===== src/rtl/core/bpa_pkg.sv =====
// bpa_pkg: shared types, codes and sizes for the buddy page allocator
// no dependencies; used by the interfaces and every module of the block
package bpa_pkg;

    localparam int PAGE_CAP      = 256;
    localparam int DEF_MAX_PAGES = 256;
    localparam int PAGES_W       = 9;
    localparam int IDX_W         = 8;
    localparam int ORDER_W       = 4;
    localparam int OP_W          = 2;
    localparam int STATUS_W      = 3;
    localparam int WORD_W        = 16;
    localparam int WORD_SH       = 4;
    localparam int WIDX_W        = IDX_W - WORD_SH;
    localparam int CNT_W         = WIDX_W + 1;

    typedef enum logic [OP_W-1:0] {
        OP_ALLOC,
        OP_CLAIM,
        OP_FREE,
        OP_QUERY
    } t_op;

    typedef enum logic [STATUS_W-1:0] {
        ST_DONE,
        ST_ORDER,
        ST_NOFREE,
        ST_BUSY,
        ST_RANGE
    } t_status;

    typedef enum logic [2:0] {
        S_IDLE,
        S_DECODE,
        S_RD,
        S_EX,
        S_FILL,
        S_DONE
    } t_state;

    // controller to datapath
    typedef struct packed {
        logic load;
        logic decode;
        logic rd;
        logic ex;
        logic fill;
        logic emit;
    } t_cmd;

    // datapath to controller
    typedef struct packed {
        logic err;
        logic fill_now;
        logic go_fill;
        logic go_done;
        logic fill_last;
        logic out_free;
    } t_sts;

endpackage


===== src/rtl/core/bpa_ifs.sv =====
// bpa_req_if / bpa_rsp_if: valid-ready channels for requests and results
// depends on bpa_pkg for the field widths
interface bpa_req_if;
    logic                          valid;
    logic                          ready;
    logic [bpa_pkg::OP_W-1:0]      opcode;
    logic [bpa_pkg::ORDER_W-1:0]   order;
    logic [bpa_pkg::IDX_W-1:0]     block_index;

    modport source (output valid, opcode, order, block_index, input ready);
    modport sink   (input valid, opcode, order, block_index, output ready);
endinterface

interface bpa_rsp_if;
    logic                          valid;
    logic                          ready;
    logic [bpa_pkg::STATUS_W-1:0]  status;
    logic [bpa_pkg::IDX_W-1:0]     granted_index;
    logic                          page_free;

    modport source (output valid, status, granted_index, page_free, input ready);
    modport sink   (input valid, status, granted_index, page_free, output ready);
endinterface


===== src/rtl/core/bpa_ctrl.sv =====
// bpa_ctrl: request sequencer of the buddy page allocator
// depends on bpa_pkg; drives bpa_dp through t_cmd and reads t_sts
module bpa_ctrl (
    input  logic          i_clk,
    input  logic          i_rst_n,
    input  logic          i_req_valid,
    output logic          o_req_ready,
    input  bpa_pkg::t_sts i_sts,
    output bpa_pkg::t_cmd o_cmd
);
    import bpa_pkg::*;

    t_state r_state, n_state;

    // state register
    always_ff @(posedge i_clk) begin
        if (!i_rst_n) begin
            r_state <= S_IDLE;
        end else begin
            r_state <= n_state;
        end
    end

    // next state
    always_comb begin
        n_state = r_state;
        unique case (r_state)
            S_IDLE: begin
                if (i_req_valid) n_state = S_DECODE;
            end
            S_DECODE: begin
                priority if (i_sts.err) n_state = S_DONE;
                else if (i_sts.fill_now) n_state = S_FILL;
                else n_state = S_RD;
            end
            S_RD: n_state = S_EX;
            S_EX: begin
                priority if (i_sts.go_done) n_state = S_DONE;
                else if (i_sts.go_fill) n_state = S_FILL;
                else n_state = S_RD;
            end
            S_FILL: begin
                if (i_sts.fill_last) n_state = S_DONE;
            end
            S_DONE: begin
                if (i_sts.out_free) n_state = S_IDLE;
            end
            default: n_state = S_IDLE;
        endcase
    end

    // command outputs
    always_comb begin
        o_cmd       = '0;
        o_req_ready = 1'b0;
        unique case (r_state)
            S_IDLE: begin
                o_req_ready = 1'b1;
                o_cmd.load  = i_req_valid;
            end
            S_DECODE: o_cmd.decode = 1'b1;
            S_RD:     o_cmd.rd     = 1'b1;
            S_EX:     o_cmd.ex     = 1'b1;
            S_FILL:   o_cmd.fill   = 1'b1;
            S_DONE:   o_cmd.emit   = i_sts.out_free;
            default:  o_cmd        = '0;
        endcase
    end

endmodule


===== src/rtl/core/bpa_dp.sv =====
// bpa_dp: page bitmap memory, request registers and word scan datapath
// depends on bpa_pkg; sequenced by bpa_ctrl
module bpa_dp #(
    parameter int MAX_PAGES = bpa_pkg::DEF_MAX_PAGES
) (
    input  logic                         i_clk,
    input  logic                         i_rst_n,
    input  logic                         i_cfg_we,
    input  logic [bpa_pkg::PAGES_W-1:0]  i_cfg_wdata,
    input  logic [bpa_pkg::OP_W-1:0]     i_opcode,
    input  logic [bpa_pkg::ORDER_W-1:0]  i_order,
    input  logic [bpa_pkg::IDX_W-1:0]    i_block_index,
    input  bpa_pkg::t_cmd                i_cmd,
    output bpa_pkg::t_sts                o_sts,
    input  logic                         i_out_ready,
    output logic                         o_out_valid,
    output logic [bpa_pkg::STATUS_W-1:0] o_status,
    output logic [bpa_pkg::IDX_W-1:0]    o_granted_index,
    output logic                         o_page_free
);
    import bpa_pkg::*;

    localparam int CAP   = (MAX_PAGES < PAGE_CAP) ? MAX_PAGES : PAGE_CAP;
    localparam int WORDS = (CAP + WORD_W - 1) / WORD_W;
    localparam int AW    = (WORDS > 1) ? $clog2(WORDS) : 1;
    localparam logic [PAGES_W-1:0] CAP_P  = PAGES_W'(CAP);
    localparam logic [WIDX_W-1:0]  LAST_W = WIDX_W'(WORDS - 1);

    // ones over the pages of one block of order up to WORD_SH
    function automatic logic [WORD_W-1:0] chunk_mask(input logic [ORDER_W-1:0] ord);
        logic [WORD_W:0] m;
        m = (WORD_W+1)'((WORD_W+1)'(1) << (5'(1) << ord[2:0])) - (WORD_W+1)'(1);
        return m[WORD_W-1:0];
    endfunction

    // configuration and request registers
    logic [PAGES_W-1:0] r_pages;
    t_op                r_op;
    logic [ORDER_W-1:0] r_order;
    logic [IDX_W-1:0]   r_idx;
    logic [WIDX_W-1:0]  r_w;
    logic [CNT_W-1:0]   r_cnt;
    logic [WORD_W-1:0]  r_mask;
    logic               r_clean;
    t_status            r_status;
    logic [IDX_W-1:0]   r_granted;
    logic               r_pfree;
    logic               r_out_valid;
    logic [STATUS_W-1:0] r_o_status;
    logic [IDX_W-1:0]   r_o_granted;
    logic               r_o_pfree;

    // bitmap memory, sixteen pages a word, with a valid bit per word
    logic [WORD_W-1:0]  mem [WORDS];
    logic [WORDS-1:0]   r_vld;
    logic [WORD_W-1:0]  r_rdata;
    logic               r_rvalid;

    // decode of the held request
    logic [PAGES_W-1:0] len;
    logic [22:0]        start_wide;
    logic [IDX_W-1:0]   page_start;
    logic               full;
    logic [ORDER_W-1:0] nl;
    logic [CNT_W-1:0]   nwords;
    logic [WIDX_W-1:0]  posmask;
    logic [WORD_W-1:0]  cm;
    t_status            dec_status;

    assign len        = r_pages >> r_order;
    assign start_wide = 23'(r_idx) << r_order;
    assign page_start = start_wide[IDX_W-1:0];
    assign full       = (r_order > ORDER_W'(WORD_SH));
    assign nl         = r_order - ORDER_W'(WORD_SH);
    assign nwords     = full ? CNT_W'(CNT_W'(1) << nl[2:0]) : CNT_W'(1);
    assign posmask    = WIDX_W'(nwords - CNT_W'(1));
    assign cm         = chunk_mask(r_order);

    always_comb begin
        dec_status = ST_DONE;
        priority if (r_op == OP_QUERY) begin
            if ({1'b0, r_idx} >= r_pages) dec_status = ST_RANGE;
        end else if (len == '0) begin
            dec_status = ST_ORDER;
        end else if (r_op != OP_ALLOC && {1'b0, r_idx} >= len) begin
            dec_status = ST_RANGE;
        end
    end

    // word just read, never written words read as free
    logic [WORD_W-1:0] d;
    assign d = r_rvalid ? r_rdata : '0;

    // lowest free aligned chunk within the word
    logic              found;
    logic [WIDX_W-1:0] found_pos;
    logic [IDX_W-1:0]  found_blk;
    logic [WIDX_W-1:0] low_mask;
    logic [WIDX_W:0]   low_wide;

    // a chunk start has its low order bits clear
    assign low_wide = (WIDX_W+1)'((WIDX_W+1)'(1) << r_order[2:0]) - (WIDX_W+1)'(1);
    assign low_mask = low_wide[WIDX_W-1:0];

    always_comb begin
        logic [WIDX_W-1:0] jj;
        logic [IDX_W-1:0]  blk;
        found     = 1'b0;
        found_pos = '0;
        found_blk = '0;
        for (int j = WORD_W - 1; j >= 0; j--) begin
            jj  = WIDX_W'(j);
            blk = {r_w, jj} >> r_order;
            if ((jj & low_mask) == '0 && ((d >> j) & cm) == '0 && {1'b0, blk} < len) begin
                found     = 1'b1;
                found_pos = jj;
                found_blk = blk;
            end
        end
    end

    // block scan over whole words
    logic [WIDX_W-1:0] pos;
    logic              clean;
    logic [WIDX_W-1:0] blkf;

    assign pos   = r_w & posmask;
    assign clean = ((pos == '0) | r_clean) & (d == '0);
    assign blkf  = r_w >> nl[2:0];

    // outcome of one examined word
    logic              ex_done, ex_fill, ex_we;
    logic [WORD_W-1:0] ex_wdata;
    t_status           ex_status;
    logic [IDX_W-1:0]  ex_granted;
    logic              ex_pfree;
    logic [WIDX_W-1:0] ex_w;
    logic [CNT_W-1:0]  ex_cnt;

    always_comb begin
        ex_done    = 1'b0;
        ex_fill    = 1'b0;
        ex_we      = 1'b0;
        ex_wdata   = d;
        ex_status  = r_status;
        ex_granted = r_granted;
        ex_pfree   = r_pfree;
        ex_w       = r_w + WIDX_W'(1);
        ex_cnt     = r_cnt - CNT_W'(1);
        unique case (r_op)
            OP_QUERY: begin
                ex_pfree = ~|(d & r_mask);
                ex_done  = 1'b1;
            end
            OP_CLAIM: begin
                priority if (|(d & r_mask)) begin
                    ex_status = ST_BUSY;
                    ex_done   = 1'b1;
                end else if (!full) begin
                    ex_we    = 1'b1;
                    ex_wdata = d | r_mask;
                    ex_done  = 1'b1;
                end else if (r_cnt == CNT_W'(1)) begin
                    ex_fill = 1'b1;
                    ex_w    = page_start[IDX_W-1:WORD_SH];
                    ex_cnt  = nwords;
                end
            end
            OP_FREE: begin
                ex_we    = 1'b1;
                ex_wdata = d & ~r_mask;
                ex_done  = 1'b1;
            end
            OP_ALLOC: begin
                if (!full) begin
                    priority if (found) begin
                        ex_we      = 1'b1;
                        ex_wdata   = d | (cm << found_pos);
                        ex_granted = found_blk;
                        ex_done    = 1'b1;
                    end else if (r_w == LAST_W) begin
                        ex_status = ST_NOFREE;
                        ex_done   = 1'b1;
                    end
                end else begin
                    priority if (pos == posmask && clean && {5'b0, blkf} < len) begin
                        ex_granted = IDX_W'(blkf);
                        ex_fill    = 1'b1;
                        ex_w       = r_w & ~posmask;
                        ex_cnt     = nwords;
                    end else if (r_w == LAST_W) begin
                        ex_status = ST_NOFREE;
                        ex_done   = 1'b1;
                    end
                end
            end
            default: ex_done = 1'b1;
        endcase
    end

    // memory write selection
    logic              mem_we;
    logic [WORD_W-1:0] mem_wdata;
    logic [AW-1:0]     addr;

    assign addr      = r_w[AW-1:0];
    assign mem_we    = (i_cmd.ex & ex_we) | i_cmd.fill;
    assign mem_wdata = i_cmd.fill ? ((r_op == OP_FREE) ? '0 : '1) : ex_wdata;

    always_ff @(posedge i_clk) begin
        if (mem_we) mem[addr] <= mem_wdata;
        if (i_cmd.rd) begin
            r_rdata  <= mem[addr];
            r_rvalid <= r_vld[addr];
        end
    end

    // word valid bits, cleared by reset and by a page count write
    always_ff @(posedge i_clk) begin
        if (!i_rst_n || i_cfg_we) begin
            r_vld <= '0;
        end else if (mem_we) begin
            r_vld[addr] <= 1'b1;
        end
    end

    // page count register
    always_ff @(posedge i_clk) begin
        if (!i_rst_n) begin
            r_pages <= CAP_P;
        end else if (i_cfg_we) begin
            priority if (i_cfg_wdata > CAP_P) r_pages <= CAP_P;
            else if (i_cfg_wdata == '0) r_pages <= PAGES_W'(1);
            else r_pages <= i_cfg_wdata;
        end
    end

    // request and working registers
    always_ff @(posedge i_clk) begin
        if (i_cmd.load) begin
            r_op    <= t_op'(i_opcode);
            r_order <= i_order;
            r_idx   <= i_block_index;
        end
        if (i_cmd.decode) begin
            r_status  <= dec_status;
            r_granted <= '0;
            r_pfree   <= 1'b0;
            r_clean   <= 1'b1;
            r_cnt     <= nwords;
            priority if (r_op == OP_ALLOC) r_w <= '0;
            else if (r_op == OP_QUERY) r_w <= r_idx[IDX_W-1:WORD_SH];
            else r_w <= page_start[IDX_W-1:WORD_SH];
            priority if (r_op == OP_QUERY) r_mask <= WORD_W'(1) << r_idx[WORD_SH-1:0];
            else if (full) r_mask <= '1;
            else r_mask <= cm << page_start[WORD_SH-1:0];
        end
        if (i_cmd.ex) begin
            r_status  <= ex_status;
            r_granted <= ex_granted;
            r_pfree   <= ex_pfree;
            r_clean   <= clean;
            r_w       <= ex_w;
            r_cnt     <= ex_cnt;
        end
        if (i_cmd.fill) begin
            r_w   <= r_w + WIDX_W'(1);
            r_cnt <= r_cnt - CNT_W'(1);
        end
    end

    // result register
    always_ff @(posedge i_clk) begin
        if (!i_rst_n) begin
            r_out_valid <= 1'b0;
        end else if (i_cmd.emit) begin
            r_out_valid <= 1'b1;
        end else if (i_out_ready) begin
            r_out_valid <= 1'b0;
        end
    end

    always_ff @(posedge i_clk) begin
        if (i_cmd.emit) begin
            r_o_status  <= r_status;
            r_o_granted <= r_granted;
            r_o_pfree   <= r_pfree;
        end
    end

    // status to controller
    always_comb begin
        o_sts.err       = (dec_status != ST_DONE);
        o_sts.fill_now  = (r_op == OP_FREE) && full;
        o_sts.go_fill   = ex_fill;
        o_sts.go_done   = ex_done;
        o_sts.fill_last = (r_cnt == CNT_W'(1));
        o_sts.out_free  = !r_out_valid || i_out_ready;
    end

    assign o_out_valid     = r_out_valid;
    assign o_status        = r_o_status;
    assign o_granted_index = r_o_granted;
    assign o_page_free     = r_o_pfree;

endmodule


===== src/rtl/core/buddy_page_allocator.sv =====
// buddy_page_allocator: top level, joins the sequencer and the bitmap datapath
// depends on bpa_pkg, bpa_ifs, bpa_ctrl and bpa_dp
//
//  port      dir  transfer   payload
//  i_req     in   valid/rdy  opcode, order, block_index
//  o_rsp     out  valid/rdy  status, granted_index, page_free
//  i_cfg_*   in   we only    pages_in_use (9 bits)
//
// a query, or a claim or free of a block of up to 16 pages, reads and examines
// one word; a larger claim reads and examines its words and then writes them,
// a larger free writes its words, and an allocate reads and examines words in turn.
// the bitmap memory has a single port and holds 16 pages per word.
// reset and a page count write clear the map at once through per-word valid bits.
// a new request is taken while the previous result waits in the output register.
module buddy_page_allocator #(
    parameter int MAX_PAGES = bpa_pkg::DEF_MAX_PAGES
) (
    input  logic                        i_clk,
    input  logic                        i_rst_n,
    input  logic                        i_cfg_we,
    input  logic [bpa_pkg::PAGES_W-1:0] i_cfg_wdata,
    bpa_req_if.sink                     i_req,
    bpa_rsp_if.source                   o_rsp
);
    import bpa_pkg::*;

    t_cmd cmd;
    t_sts sts;

    // request sequencer
    bpa_ctrl u_ctrl (
        .i_clk       (i_clk),
        .i_rst_n     (i_rst_n),
        .i_req_valid (i_req.valid),
        .o_req_ready (i_req.ready),
        .i_sts       (sts),
        .o_cmd       (cmd)
    );

    // bitmap datapath
    bpa_dp #(
        .MAX_PAGES (MAX_PAGES)
    ) u_dp (
        .i_clk           (i_clk),
        .i_rst_n         (i_rst_n),
        .i_cfg_we        (i_cfg_we),
        .i_cfg_wdata     (i_cfg_wdata),
        .i_opcode        (i_req.opcode),
        .i_order         (i_req.order),
        .i_block_index   (i_req.block_index),
        .i_cmd           (cmd),
        .o_sts           (sts),
        .i_out_ready     (o_rsp.ready),
        .o_out_valid     (o_rsp.valid),
        .o_status        (o_rsp.status),
        .o_granted_index (o_rsp.granted_index),
        .o_page_free     (o_rsp.page_free)
    );

endmodule


===== src/flat_wrapper.sv =====
// flat-port wrapper written by rule: the top's interface ports become plain ports
module buddy_page_allocator_flat import bpa_pkg::*;
#(
    parameter int MAX_PAGES = bpa_pkg::DEF_MAX_PAGES
)
  (i_clk, i_rst_n, i_cfg_we, i_cfg_wdata, i_req_valid, i_req_opcode, i_req_order, i_req_block_index, i_req_ready, o_rsp_valid, o_rsp_status, o_rsp_granted_index, o_rsp_page_free, o_rsp_ready);
  bpa_req_if i_req_i ();
  bpa_rsp_if o_rsp_i ();
  input  logic i_clk;
  input  logic i_rst_n;
  input  logic i_cfg_we;
  input  logic [bpa_pkg::PAGES_W-1:0] i_cfg_wdata;
  input wire logic [$bits(i_req_i.valid)-1:0] i_req_valid;
  input wire logic [$bits(i_req_i.opcode)-1:0] i_req_opcode;
  input wire logic [$bits(i_req_i.order)-1:0] i_req_order;
  input wire logic [$bits(i_req_i.block_index)-1:0] i_req_block_index;
  output wire logic [$bits(i_req_i.ready)-1:0] i_req_ready;
  output wire logic [$bits(o_rsp_i.valid)-1:0] o_rsp_valid;
  output wire logic [$bits(o_rsp_i.status)-1:0] o_rsp_status;
  output wire logic [$bits(o_rsp_i.granted_index)-1:0] o_rsp_granted_index;
  output wire logic [$bits(o_rsp_i.page_free)-1:0] o_rsp_page_free;
  input wire logic [$bits(o_rsp_i.ready)-1:0] o_rsp_ready;
  assign i_req_i.valid = i_req_valid;
  assign i_req_i.opcode = i_req_opcode;
  assign i_req_i.order = i_req_order;
  assign i_req_i.block_index = i_req_block_index;
  assign i_req_ready = i_req_i.ready;
  assign o_rsp_valid = o_rsp_i.valid;
  assign o_rsp_status = o_rsp_i.status;
  assign o_rsp_granted_index = o_rsp_i.granted_index;
  assign o_rsp_page_free = o_rsp_i.page_free;
  assign o_rsp_i.ready = o_rsp_ready;
  buddy_page_allocator #(.MAX_PAGES(MAX_PAGES)) u_core (.i_clk(i_clk), .i_rst_n(i_rst_n), .i_cfg_we(i_cfg_we), .i_cfg_wdata(i_cfg_wdata), .i_req(i_req_i), .o_rsp(o_rsp_i));
endmodule

===== config.mk =====
export PLATFORM = sky130hd
export DESIGN_NAME = buddy_page_allocator_flat
export DESIGN_NICKNAME = d
export VERILOG_FILES = /design/src/rtl/core/bpa_pkg.sv /design/src/rtl/core/bpa_ifs.sv /design/src/rtl/core/bpa_ctrl.sv /design/src/rtl/core/bpa_dp.sv /design/src/rtl/core/buddy_page_allocator.sv /design/src/flat_wrapper.sv
export SDC_FILE = /design/constraint.sdc
export NUM_CORES = 1
export LEC_CHECK = 0
export ABC_AREA = 1
export BUFFER_PORTS_ARGS = -buffer_cell sky130_fd_sc_hd__buf_4
export CORE_ASPECT_RATIO = 2
export CORE_MARGIN = 2
export CORE_UTILIZATION = 30
export DETAILED_ROUTE_END_ITERATION = 12
export HOLD_SLACK_MARGIN = 0.08
export SETUP_SLACK_MARGIN = 0.5
export SKIP_CTS_REPAIR_TIMING = 1
export SYNTH_ARGS = -nofsm -noshare
export SYNTH_HDL_FRONTEND = slang
export SYNTH_HIERARCHICAL = 1
export SYNTH_SLANG_ARGS = --single-unit

===== constraint.sdc =====
create_clock -name i_clk -period 4.91 [get_ports i_clk]
set_input_delay 1.2275 -clock i_clk [delete_from_list [all_inputs] [get_ports i_clk]]
set_output_delay 1.2275 -clock i_clk [all_outputs]
set_load 0.05 [all_outputs]

Word level (Yosys, flattened, before mapping)
Memory sizes are Yosys's and may differ from the RTL's. A register that Yosys moved wholly into a read port is not among the register bits.
Index checks and enable logic that the tools add are counted.
{"block": "totals", "regBits": 94, "mem_bits_rw": 256, "inputBits": 28, "out_inout_bits": 14, "wordCells": 357, "mem_count": 1}
{"memory": "u_core.u_dp.mem", "words": 16, "width": 16, "read_ports": 1, "rd_ports_with_merged_regs": 1, "write_ports": 1, "line": "bpa_dp.sv:54", "source": "logic [WORD_W-1:0] mem [WORDS];"}
{"block": "op_classes", "add_sub_neg": 6, "order_cmp": 23, "eq_ne": 22, "shifts": 25, "mux": 144, "bitwise_logic": 29, "reduce_logical": 89}
{"cell": "16-bit zero test", "count": 17}
{"cell": "8-bit two-way mux", "count": 22}
{"cell": "8-bit by 9-bit < comparator with 1-bit output", "count": 16}
{"cell": "16-bit two-way mux", "count": 9}
{"cell": "8-bit by 4-bit right shift with 8-bit output", "count": 16}
{"cell": "4-bit two-way mux", "count": 26}
{"cell": "4-bit zero test", "count": 16}
{"cell": "3-bit two-way mux", "count": 18}
{"cell": "16-bit AND", "count": 3}
{"cell": "1-bit two-way mux", "count": 48}
{"cell": "16-bit bitwise OR", "count": 3}
{"cell": "16-bit one-hot mux with 3 select lines", "count": 1}
{"cell": "5-bit two-way mux", "count": 9}
{"cell": "1-bit logical AND", "count": 36}
{"cell": "16-bit by 4-bit << shifter with 16-bit output", "count": 2}
{"cell": "8-bit by 9-bit greater-or-equal comparator with 1-bit output", "count": 2}
{"cell": "9-bit zero test", "count": 2}
{"cell": "9-bit two-way mux", "count": 2}
{"cell": "3-bit one-hot mux with 6 select lines", "count": 1}
{"cell": "1-bit by 16-bit AND with 16-bit output", "count": 1}
{"cell": "10-bit by 16-bit AND with 16-bit output", "count": 1}
{"cell": "11-bit by 16-bit AND with 16-bit output", "count": 1}
{"cell": "12-bit by 16-bit AND with 16-bit output", "count": 1}
{"cell": "13-bit by 16-bit AND with 16-bit output", "count": 1}
{"cell": "65 further kinds", "count": 84}

Logic depth before layout (Yosys ltp)
{"block": "depth", "word_depth": 30, "ltp_mapped": 44}

By module
The synthesis kept the hierarchy.
{"mod": "bpa_dp", "n_inst": 1, "cells_each": 2403, "area_per_inst_um2": 20752.4}
{"mod": "bpa_ctrl", "n_inst": 1, "cells_each": 46, "area_per_inst_um2": 269.0}

Least setup slack after synthesis
No wires, ideal clock.
{"block": "synth_timing", "path_type": "reg2reg", "start": "register u_core.u_dp.r_order[1]", "end": "memory u_core.u_dp.mem[10][0], enable pin", "setup_ns": 0.364, "arrival_ns": 4.580, "required_ns": 4.546, "setup_slack_ns": -0.034, "path_stages_with_launch": 28, "path_cell_list": "edfxtp_1 -> inv_2 -> clkbuf_1 -> clkbuf_1 -> ha_1 -> nand2_4 -> nor2_4 -> nand3_1 -> ha_1 -> clkbuf_1 -> o22ai_1 -> nor4_1 -> o2111ai_1 -> nor2_2 -> nand4_4 -> nand2_4 -> inv_2 -> nand2_4 -> nor2_4 -> nand2_4 -> nand2_2 -> nand2_2 -> o2111ai_2 -> nand2_2 -> inv_4 -> nor2_4 -> nand2_1 -> inv_1"}
{"block": "synth_via", "elab_chain_len": 30, "elab_cells_between_ends": 141, "cone_classes": "add/sub (2); order compare (17); shift (19); mux (23); bitwise (18); reduce/logical (62)"}
{"element": "start, declared", "line": "bpa_dp.sv:39", "source": "logic [ORDER_W-1:0] r_order;"}
{"element": "start signal, assigned", "line": "bpa_dp.sv:242", "source": "r_order <= i_order;"}
{"element": "1-bit by 3-bit << shifter with 5-bit output", "line": "bpa_dp.sv:102", "source": "assign low_wide = (WIDX_W+1)'((WIDX_W+1)'(1) << r_order[2:0]) - (WIDX_W+1)'(1);"}
{"element": "1-bit by 5-bit << shifter with 16-bit output", "line": "bpa_dp.sv:32", "source": "m = (WORD_W+1)'((WORD_W+1)'(1) << (5'(1) << ord[2:0])) - (WORD_W+1)'(1);"}
{"element": "16-bit by 2-bit subtractor with 16-bit output", "line": "bpa_dp.sv:32"}
{"element": "1-bit by 16-bit AND with 16-bit output", "line": "bpa_dp.sv:114", "source": "if ((jj & low_mask) == '0 && ((d >> j) & cm) == '0 && {1'b0, blk} < len) begin"}
{"element": "16-bit zero test", "line": "bpa_dp.sv:114"}
{"element": "1-bit logical AND (2 in series)", "line": "bpa_dp.sv:114"}
{"element": "1-bit two-way mux (16 in series)", "line": "bpa_dp.sv:114"}
{"element": "1-bit two-way mux", "line": "bpa_dp.sv:176", "source": "priority if (found) begin"}
{"element": "1-bit two-way mux", "line": "bpa_dp.sv:175", "source": "if (!full) begin"}
{"element": "1-bit one-hot mux with 3 select lines *", "line": "bpa_dp.sv:150", "source": "unique case (r_op)"}
{"element": "1-bit AND *", "line": "bpa_dp.sv:207", "source": "assign mem_we = (i_cmd.ex & ex_we) | i_cmd.fill;"}
{"element": "1-bit bitwise OR *", "line": "bpa_dp.sv:207"}
{"element": "1-bit two-way mux *", "line": "bpa_dp.sv:211", "source": "if (mem_we) mem[addr] <= mem_wdata;"}
{"element": "1-bit two-way mux (implied by the code) *", "line": "bpa_dp.sv:211"}
{"element": "end, declared", "line": "bpa_dp.sv:54"}
Mark *: on every way between the ends. The rest lies on a longest branch, timed or not.

Worst setup path in the final report
{"block": "layout_timing", "start": "register u_core.u_dp.r_rvalid", "end": "register u_core.u_dp.r_w[0], in the netlist u_core/u_dp/addr[0], data pin"}
{"block": "layout_via", "elab_chain_len": 10, "elab_cells_between_ends": 13, "cone_classes": "mux (7); bitwise (2); reduce/logical (4)"}
{"element": "start, declared", "line": "bpa_dp.sv:57", "source": "logic r_rvalid;"}
{"element": "start signal, assigned", "line": "bpa_dp.sv:214", "source": "r_rvalid <= r_vld[addr];"}
{"element": "16-bit two-way mux *", "line": "bpa_dp.sv:92", "source": "assign d = r_rvalid ? r_rdata : '0;"}
{"element": "16-bit zero test", "line": "bpa_dp.sv:128", "source": "assign clean = ((pos == '0) | r_clean) & (d == '0);"}
{"element": "1-bit AND", "line": "bpa_dp.sv:128"}
{"element": "1-bit logical AND (2 in series)", "line": "bpa_dp.sv:186", "source": "priority if (pos == posmask && clean && {5'b0, blkf} < len) begin"}
{"element": "4-bit two-way mux", "line": "bpa_dp.sv:186"}
{"element": "4-bit two-way mux", "line": "bpa_dp.sv:175"}
{"element": "4-bit one-hot mux with 2 select lines *", "line": "bpa_dp.sv:150"}
{"element": "4-bit two-way mux *", "line": "bpa_dp.sv:258", "source": "if (i_cmd.ex) begin"}
{"element": "4-bit two-way mux *", "line": "bpa_dp.sv:266", "source": "if (i_cmd.fill) begin"}
{"element": "end signal, assigned", "line": "bpa_dp.sv:253", "source": "else r_w <= page_start[IDX_W-1:WORD_SH];"}
{"element": "end signal, assigned", "line": "bpa_dp.sv:263", "source": "r_w <= ex_w;"}
{"element": "end signal, assigned", "line": "bpa_dp.sv:267", "source": "r_w <= r_w + WIDX_W'(1);"}
{"element": "end, declared", "line": "bpa_dp.sv:41", "source": "logic [WIDX_W-1:0] r_w;"}
Marked as above.
A chain may end at the register's enable or synchronous reset.

==> run metrics <==
Synth async-reset ratio 0; Total Routing Usage GR 0.231; Via density 5.43; Final Hold Viols 0; Layout Skew 0.0209 ns; Mapped Cells 2449; GP Congestion about 1; WP data required around 5.2 ns; number of synthesized register bits roughly 370; largest fanout on the critical path 16; clock transition at the registers of the reported paths 0.07 ns; starting density of the core 0.302; Synth Area per Inst ~8.6 sq um; run status finished with violations; final instance area between 20000 and 30000 sq um; Synth Warn # 6; Cell Area, Synth approximately 21000 sq um; antenna cell count 0; Pleak about 11 nW; Clock Latency Late Sink around 0.6 ns; max frequency ~200 MHz; grt total ovfl 0; period utilisation layout 1.02; drt drc 0; Vias 20100; share of layout cells above drive strength 1 0.265; Critical Path AT between 5 and 6 ns; CP endpoint kind register; PortBufs about 40; total CTS buffers 31; register area share after synthesis 0.509; ys flop type edfxtp_1; area delta synth->final 30.4%; Post-DP Area about 25000 sq um; CTS tree done; die area ~72000 sq um; Slew Limit Fails 0; Finished Core Util 0.394; Post-synth EDFFs 337; Core ar. about 70000 sq um; critical setup path kind reg2reg; CTS Buffer Depth 3; Hold/Removal Path Class reg2reg; maximum vdd ir drop a little over 0.0004 V; Antenna Violating Nets Remaining 0; syn nets around 2500; HPWL after DPL 62800 um; commonest non-fill, non-tap cells in the layout nand2_1 (407), buf_4 (344), edfxtp_1 (337); number of nets in the layout approximately 2800; number of global-route vias before repair roughly 20000; post-DR wirelength/cell ~23 um; Max Cap Violations 0; final WL 85300 um; first-pass GRT wire length around 120000 um; failing checks setup timing; Power per Cell Area just over 700 nW/um^2; Clock Sinks 366; leading cell type in the layout, fill and taps excluded nand2_1; TritonRoute pass-1 iters 6; DRT iter0 DRCs roughly 1400; clk root buf clkbuf_16; number of core rows 137; worst slew pin tran 1.18 ns; Netlist cell types 65; Die W about 190 um; Die Span Y between 300 and 400 um; RSZ-0062 raised after global routing yes; minimum clock period around 5 ns; I/O pins 42; CP Launch Type register; CTS H-tree depth 1; pin count of the biggest net entering global routing 80; antenna violations before repair 0; Final setup violation count 34; PnR worst setup slack -0.101 ns; Slew headroom 0.201
==> kinds of logic (layout without fill, tap and decap cells) <==
group / Yosys count / count (layout) / share of synthesized area
AO/OA/AOI/OAI: 643 / 643 / 0.175
adder cells (fa/ha/maj): 48 / 48 / 0.0286
multiplexers: 2 / 2 / 0.000952
buffers and inverters: 359 / 707 / 0.0686
AND/OR/NAND/NOR: 1024 / 1024 / 0.213
XOR/XNOR: 7 / 7 / 0.00417
flip-flops: 366 / 366 / 0.509
==> report_power, final <==
part           switching, mW  internal [mW]  leakage [nW]
Combinational           7.93           4.69          6.82
Clock                   1.16           1.38         0.499
Sequential             0.246           4.45          3.31
Total                   9.34           10.5          10.6
==> state kept, by name, summed over array words and instances (netlist names), 3 cells and up <==
name	flops
u_core/u_dp/r_vld	16
u_core/u_dp/r_granted	8
u_core/u_dp/r_rdata	16
u_core/u_dp/r_idx	8
u_core/u_dp/addr	4
u_core/u_dp/o_status	3
u_core/u_dp/mem	256
u_core/u_ctrl/r_state	3
u_core/u_dp/o_granted_index	8
u_core/u_dp/r_status	3
u_core/u_dp/r_cnt	5
u_core/u_dp/r_order	4
u_core/u_dp/r_mask	16
u_core/u_dp/r_pages	9
==> worst max-delay path: stages, from the launching register on <==
cell       delay (ns)
edfxtp_1         0.71
nand2_1          0.62
nand4_1          0.17
nor3_1           0.91
nand3_1          0.26
a2111oi_0        0.62
buf_4            0.22
o31ai_1          0.13
buf_4            0.18
inv_1            0.11
a21oi_1          0.10
o21ai_0          0.14
o21ai_0          0.11
o21ai_0          0.17
nand2_1          0.07
nand2_1          0.06
o21ai_0          0.11
==> worst paths after layout <==
path	from	endpoint	slack (ns)	cells past startpoint
setup / recovery	u_core/u_dp/r_rvalid	u_core/u_dp/addr[0]	-0.10	16
hold / removal	u_core/u_dp/r_status[2]	u_core/u_dp/o_status[2]	0.42	0
setup reg to reg	u_core/u_dp/r_rvalid	u_core/u_dp/addr[0]	-0.10	16
hold reg to reg	u_core/u_dp/r_status[2]	u_core/u_dp/o_status[2]	0.42	0
==> cells in the mapped netlist (all sizes together) (3+ instances only) <==
cell type  number  area, sq um
ha             48          601
a21oi         125          644
o21ai         317         1600
buf            30          201
or2             3         18.8
inv           226          853
a21boi          4         30.0
xor2            5         62.6
clkinv          5         18.8
nor2          300         1210
a311oi          3         26.3
a221oi          5         43.8
and2            3         18.8
o22ai          93          582
a22oi           4         30.0
nor4            7         58.8
nand4          37          246
a32o            3         30.0
o311ai          4         35.0
o2111ai         9         85.1
nand3         159          811
o21bai          5         37.5
nand2         479         1880
edfxtp        337        10100
o221ai         18          158
clkbuf         98          368
a211oi          3         22.5
o31ai           3         22.5
nand3b          4         30.0
o211ai         23          173
nor3           30          196
dfxtp          29          581
a31oi          17          106
==> final cells by class <==
cell class,instances,area [sq um]
clock buffers,34,787
inverters,231,927
fillers,7035,42200
repair inverters,1,6.26
multi-input cells,1724,9800
clock inverters,23,238
repair buffers,418,3830
flip-flops and latches,366,10700
well taps,903,1130
==> per-layer routing <==
metal,GRT usage,vias to the layer above,part of all wire
li1,-,9256,-
met1,0.212,9571,0.31
met2,0.443,850,0.54
met3,0.0254,399,0.046
met4,0.200,0,0.11
met5,0,-,0
==> per-stage QoR <==
stage | cells | hold WS (ns) | setup WS [ns] | total power, mW | TNS [ns]
after CTS | 3662 | 0.423 | -0.402 | 18.0 | -144.89
after floorplan | 2449 | 0.400 | 0.519 | 10.5 | 0
final | 3700 | 0.422 | -0.101 | 19.9 | -1.05
after global placement | 3605 | 0.401 | -0.451 | 15.5 | -142.01
after global routing | 3700 | 0.426 | -0.293 | 20.9 | -72.49
after detailed placement | 3605 | 0.405 | -0.364 | 15.5 | -123.63
(Power assumes the default switching activity.)
